<file path="src/hw/rtl/imd_pkg.sv">
`default_nettype none
// ----------------------------------------------------------------------------
// imd_pkg
// Shared types for the integer matrix determinant block.
// ----------------------------------------------------------------------------
package imd_pkg;

   localparam int WORD_WIDTH = 64;
   localparam int SIZE_WIDTH = 6;

   typedef logic [WORD_WIDTH-1:0] word_type;

   // Sequencer states.
   typedef enum logic [4:0] {
      ST_LOAD,
      ST_COL_START,
      ST_PIV_RD,
      ST_PIV_CHK,
      ST_SWP_RD_A,
      ST_SWP_RD_B,
      ST_SWP_WR_A,
      ST_SWP_WR_B,
      ST_RED_START,
      ST_RED_RD_DEN,
      ST_RED_RD_NUM,
      ST_DIV,
      ST_UPD_RD_P,
      ST_UPD_RD_R,
      ST_UPD_MUL,
      ST_UPD_WR,
      ST_RED_CHK,
      ST_DET_RD,
      ST_DET_MUL,
      ST_DONE
   } state_type;

   // Magnitude of a 64-bit two's complement pattern.
   function automatic word_type mag(input word_type v);
      mag = v[WORD_WIDTH-1] ? (~v + 1'b1) : v;
   endfunction

endpackage : imd_pkg
`default_nettype wire

</file>
<file path="src/hw/rtl/imd_divider.sv">
`default_nettype none
// ----------------------------------------------------------------------------
// imd_divider
// Radix-2 restoring divider giving the truncated signed 64-bit quotient.
// ----------------------------------------------------------------------------
module imd_divider
   import imd_pkg::*;
(
   input  wire logic     clock,
   input  wire logic     reset,
   input  wire logic     start,
   input  wire word_type dividend,
   input  wire word_type divisor,
   output logic          busy,
   output word_type      quotient
);

   word_type   rem_ff, rem_in;
   word_type   quo_ff, quo_in;
   word_type   den_ff, den_in;
   logic       neg_ff, neg_in;
   logic [6:0] cnt_ff, cnt_in;
   logic       busy_ff, busy_in;
   logic [WORD_WIDTH:0] trial;

   always_comb begin
      rem_in  = rem_ff;
      quo_in  = quo_ff;
      den_in  = den_ff;
      neg_in  = neg_ff;
      cnt_in  = cnt_ff;
      busy_in = busy_ff;
      trial   = '0;
      if (start) begin
         rem_in  = '0;
         quo_in  = mag(dividend);
         den_in  = mag(divisor);
         neg_in  = dividend[WORD_WIDTH-1] ^ divisor[WORD_WIDTH-1];
         cnt_in  = 7'(WORD_WIDTH);
         busy_in = 1'b1;
      end else if (busy_ff) begin
         // One quotient bit per cycle.
         trial = {rem_ff, quo_ff[WORD_WIDTH-1]} - {1'b0, den_ff};
         if (!trial[WORD_WIDTH]) begin
            rem_in = trial[WORD_WIDTH-1:0];
            quo_in = {quo_ff[WORD_WIDTH-2:0], 1'b1};
         end else begin
            rem_in = {rem_ff[WORD_WIDTH-2:0], quo_ff[WORD_WIDTH-1]};
            quo_in = {quo_ff[WORD_WIDTH-2:0], 1'b0};
         end
         cnt_in = cnt_ff - 7'd1;
         if (cnt_ff == 7'd1) begin
            busy_in = 1'b0;
         end
      end
   end

   always_ff @(posedge clock) begin
      if (reset) begin
         busy_ff <= 1'b0;
         cnt_ff  <= '0;
      end else begin
         busy_ff <= busy_in;
         cnt_ff  <= cnt_in;
      end
      rem_ff <= rem_in;
      quo_ff <= quo_in;
      den_ff <= den_in;
      neg_ff <= neg_in;
   end

   assign busy     = busy_ff;
   assign quotient = neg_ff ? (~quo_ff + 1'b1) : quo_ff;

endmodule : imd_divider
`default_nettype wire
</file>
<file path="config.mk">
export PLATFORM = sky130hd
export DESIGN_NAME = imd_divider
export DESIGN_NICKNAME = d
export VERILOG_FILES = /design/src/hw/rtl/imd_pkg.sv /design/src/hw/rtl/imd_divider.sv
export SDC_FILE = /design/constraint.sdc
export NUM_CORES = 1
export LEC_CHECK = 0
export BUFFER_PORTS_ARGS = -buffer_cell sky130_fd_sc_hd__buf_2
export CAP_MARGIN = 20
export CORE_MARGIN = 3
export CORE_UTILIZATION = 60
export CTS_CLUSTER_DIAMETER = 50
export DETAILED_ROUTE_END_ITERATION = 10
export GPL_TIMING_DRIVEN = 1
export PLACE_DENSITY_LB_ADDON = 0.3
export SYNTH_ARGS = -nofsm -noshare
export SYNTH_HDL_FRONTEND = slang
export SYNTH_SLANG_ARGS = --single-unit
</file>
<file path="constraint.sdc">
create_clock -name clock -period 4.65 [get_ports clock]
set_input_delay 0.465 -clock clock [delete_from_list [all_inputs] [get_ports clock]]
set_output_delay 0.465 -clock clock [all_outputs]
set_load 0.02 [all_outputs]
</file>
; Yosys cells after proc, flatten, opt, wreduce, memory -nomap -nowiden
; Cells that the tools add are included.
[word_totals]
register_bits = 201
in_bits = 131
[op_classes]
addsub = 5
n_mux = 12
bitwise = 4
reduce_logical = 2
eq_ne = 1
[op_table]
columns = op, count
row1 = 64-bit 2-to-1 mux, 5
row2 = 64-bit by 1-bit adder with 64-bit output (second input constant), 3
row3 = 64-bit NOT, 3
row4 = 65-bit by 64-bit subtractor with 65-bit output, 1
row5 = 63-bit 2-to-1 mux, 1
row6 = 7-bit 2-to-1 mux, 2
row7 = 7-bit by 1-bit == test with 1-bit output (second input constant), 1
row8 = 7-bit by 1-bit subtractor with 7-bit output (second input constant), 1
row9 = 1-bit 2-to-1 mux, 4
row10 = 2-bit nonzero test, 1
row11 = 2-bit OR reduction, 1
row12 = 1-bit bitwise XOR, 1

; Longest topological paths before layout
[logic_depth]
word_depth = 4
ltp_mapped = 15
depth_no_buf = 13

; Worst setup path after synthesis
; No wires, ideal clock.
[synth_path]
path_kind = register to output
from = register quo_ff[14]
to = output quotient[63]
path_slack_ns = 0.985
arrival_time_ns = 3.200
stages_incl_launch_ff = 10
cell_sequence = edfxtp_1 -> or4_1 -> nor3_1 -> nand4_1 -> nor2_1 -> nand4_1 -> or3_1 -> or3b_1 -> o41ai_1 -> xnor2_1
[synth_between]
elab_chain_cells = 3
[synth_rtl]
columns = item, line_no
row1 = "start, declared", imd_divider.sv:19  ; word_type quo_ff, quo_in;
row2 = "start signal, assigned", imd_divider.sv:67  ; quo_ff <= quo_in;
row3 = 64-bit NOT, imd_divider.sv:73  ; assign quotient = neg_ff ? (~quo_ff + 1'b1) : quo_ff;
row4 = 64-bit by 1-bit adder with 64-bit output, imd_divider.sv:73
row5 = 64-bit 2-to-1 mux, imd_divider.sv:73
row6 = "end, declared", imd_divider.sv:15  ; output word_type quotient
; No other way between the ends.

; Worst setup path after layout
; Same ends and word-level chain as after synthesis.

==> out/qor.yml <==
drt:
  drt-pass1-iter-count: 5
  drt-total-wl_mm: 41.5
  route.vias.total: 14600
  drt_iter0_markers: 1677
  routed_wire_length_per_instance_um: 17.6
  avgViaCountPerCell: 6.18
  route.antenna.remaining_nets: 0
  drt_drc_violations_left: 0
yosys:
  yosysUniqueCellTypes: 74
  synth_most_common_cell: "nand2_1"
  synth.yosys.seq_area_share_pct: 34.0
  yosys_register_bits: 201
  synth-warning-count: 0
  synth.cell_area_mm2: 0.0156
  synth_fp_nets: 2064
  commonest_cells_in_the_synthesized_netlist: "215 x nand2_1, 164 x nor2_1, 158 x xnor2_1"
  synthDominantCellAreaShare_pct: 24.8
  postSynth.asyncResetShare_pct: 0
  number_of_flops_mapped_to_enable_cells_by_yosys: 129
  postSynthCellCount: 1863
  synth_top_cells_by_area: "edfxtp_1 25%, dfxtp_1 9.2%, xnor2_1 8.9%, ha_1 5.5%, nand2_1 5.2%"
  synth_flop_cell: "edfxtp_1"
  yosysTopAreaCell: "edfxtp_1"
  synth_area_per_cell_um2: 8.38
finish:
  nNetsFinal: 2213
  drive_gt1_share_pct: 14.5
  final_core_utilization_pct: 69.8
  n_antenna_cell: 0
  area_delta_synth_final_pct: 13.5
  layoutNonFillerInstCount: 2362
timing:
  setup_slack_ns: 0.162
  relSlewSlack_pct: 28.4
  period_minus_slack_ns: 4.49
  min_period_over_period_pct: 96.5
  unrepaired_setup_endpoints_after_global_routing: "false"
  worst_pin_slew_ns: 1.07
  hold_violations: 0
  report.final.slew_viol_count: 0
  finalSetupTns_ns: 0
  clock_skew_ns: 0.0193
  setup_violations: 0
  timing.fmax_mhz: 223
die:
  core_mm2: 0.0254
  total_number_of_placement_rows: 58
  top_level_ports: 196
  fp.dieH_um: 167
  initial_core_util_pct: 61.5
  fp.dieW_um: 167
  die_area_mm2: 0.0280
critical_path:
  total_number_of_cells_along_the_worst_setup_path: 10
  worst_setup_path_start_kind: "register"
  cp.buffers_inverters: 1
  arrival_ns: 4.02
  timing_worst_setup_path_type: "register to output port"
  timing.critical_path.cells: "or4_1 > nor3_2 > nand4_1 > nor2_1 > nand4_1 > or3_1 > or3b_1 > o41ai_2 > xnor2_1 > buf_2"
  timing.critical_path.required_ns: 4.18
  timing.critical_path.to_type: "output port"
  worstRegToRegCells: 13
  critPathMaxFanout: 5
  critical_path.max_stage_delay_ns: 0.59
  critPathSlowestCell: "or4_1"
  critical-path-top-delay-family: "simple AND/OR/NAND/NOR gates"
  crit_top_cell: "nand4_1"
clock_tree:
  tritoncts: "built"
  clk-insertion-delay-late_ns: 0.53
  cts_hold_buffers: 0
  tritoncts_num_sinks: 201
  clockBufferDepth: 3
  clk_pin_slew_ns: 0.06
  post_cts_setup_inserts: 0
  htreeDepth: 1
  cts_buffers: 26
  clock-root-buffer: "clkbuf_16"
placed_design:
  dp_hpwl_mm: 31.5
  place_congestion: 0.984
  port-buffer-count: 195
  placed_cells: 2313
  preCtsSetupSlack_ns: 0.475
grt:
  gr-usage-all-layers_pct: 28.4
  overflow_left_after_global_routing: 0
  grt_pass1_wl_mm: 67.4
  number_of_antenna_violations_at_the_first_check_in_global_routing: 1
  largest_net_degree_at_the_start_of_global_routing: 101
  grt_pass1_vias: 13736
job:
  drv.max_cap_violation_count: 0
worst_hold_path:
  whs_path_depth: 2
  worst_hold_path_type: "input pin to register"
power_and_ir_drop:
  design_power_total_mw: 5.95
  power.leakage_nw: 7.08
  power.ir.vdd_worst_mv: 0.296
  power.density_cell_area_mw_per_mm2: 335
run_status:
  outcome: "completed"
[layer usage]
| metal | routed length, um | vias to the layer above | global-route usage (%) |
|---|---|---|---|
| met5 | 7 | - | 0 |
| met1 | 17900 | 6810 | 39.3 |
| li1 | - | 7096 | - |
| met4 | 1040 | 2 | 7.97 |
| met2 | 19200 | 612 | 47.3 |
| met3 | 3310 | 80 | 3.56 |
[layout by cell type (no fill, tap or decap), types with 18 or more instances in the layout]
cell,netlist,layout
a21o_1,39,39
a21oi_1,148,148
a311oi_1,42,42
buf_2,2,194
clkbuf_16,0,28
dfxtp_1,72,71
edfxtp_1,129,129
ha_1,69,69
inv_1,99,98
nand2_1,215,214
nand3_1,29,29
nand4_1,26,26
nor2_1,164,164
nor3_1,25,23
nor4_1,18,18
o21ai_0,124,124
o31ai_1,58,58
o41ai_1,27,26
or3_1,40,40
or4_1,21,21
xnor2_1,158,158
xor2_1,89,89
[path summary, 6_finish.rpt]
kind | to | slack [ns] | startpoint
worst max-delay path | quotient[63] | 0.16 | quo_ff[14]
worst max register to register | rem_ff[34] | 0.50 | quo_ff[63]
worst min register to register | cnt_ff[1] | 0.50 | cnt_ff[1]
worst min-delay path | cnt_ff[6] | 0.14 | reset
[repair_timing]
item	in CTS	in global routing
resized for setup	1	2
endpoints found under the setup margin	1	1
gates cloned	0	0
endpoints found under the hold margin	0	0
[through the flow]
stage	instance area, um^2	hold slack (ns)
6_report	17700	0.135
5_1_grt	17700	0.132
4_1_cts	17700	0.118
3_5_place_dp	16800	0.490
3_3_place_gp	16800	0.482
2_1_floorplan	15600	0.453
[power by group]
group / internal [mW] / total, mW / switching [mW] / leakage (nW)
combinational: 0.639 / 1.67 / 1.03 / 4.80
sequential: 2.10 / 2.25 / 0.151 / 1.85
clock: 1.24 / 2.03 / 0.790 / 0.430
total: 3.97 / 5.95 / 1.97 / 7.08
[kinds of logic (layout without fill, tap and decap cells)]
group / count (synthesis) / in the layout / synth area share (%)
simple gates: 611 / 611 / 18.7
compound gates: 530 / 530 / 22.2
fa+ha+maj: 70 / 70 / 5.65
xor+xnor: 247 / 247 / 13.8
flops: 201 / 201 / 34.0
mux: 14 / 14 / 0.929
buf+inv: 190 / 359 / 4.65
[final cells by class]
type / count / area (um^2)
clock buffer: 34 / 733
clock inverter: 14 / 149
fill: 2066 / 7670
inverter: 99 / 372
multi-input combinational: 1472 / 9600
sequential: 201 / 5320
tap: 330 / 413
timing repair buffer: 212 / 1150
[registers in the layout (all words and copies together) (netlist names)]
signal,cells
busy,1
quo_ff,64
den_ff,64
rem_ff,64
neg_ff,1
cnt_ff,7
No activity file was read; power rests on OpenSTA's default activity.
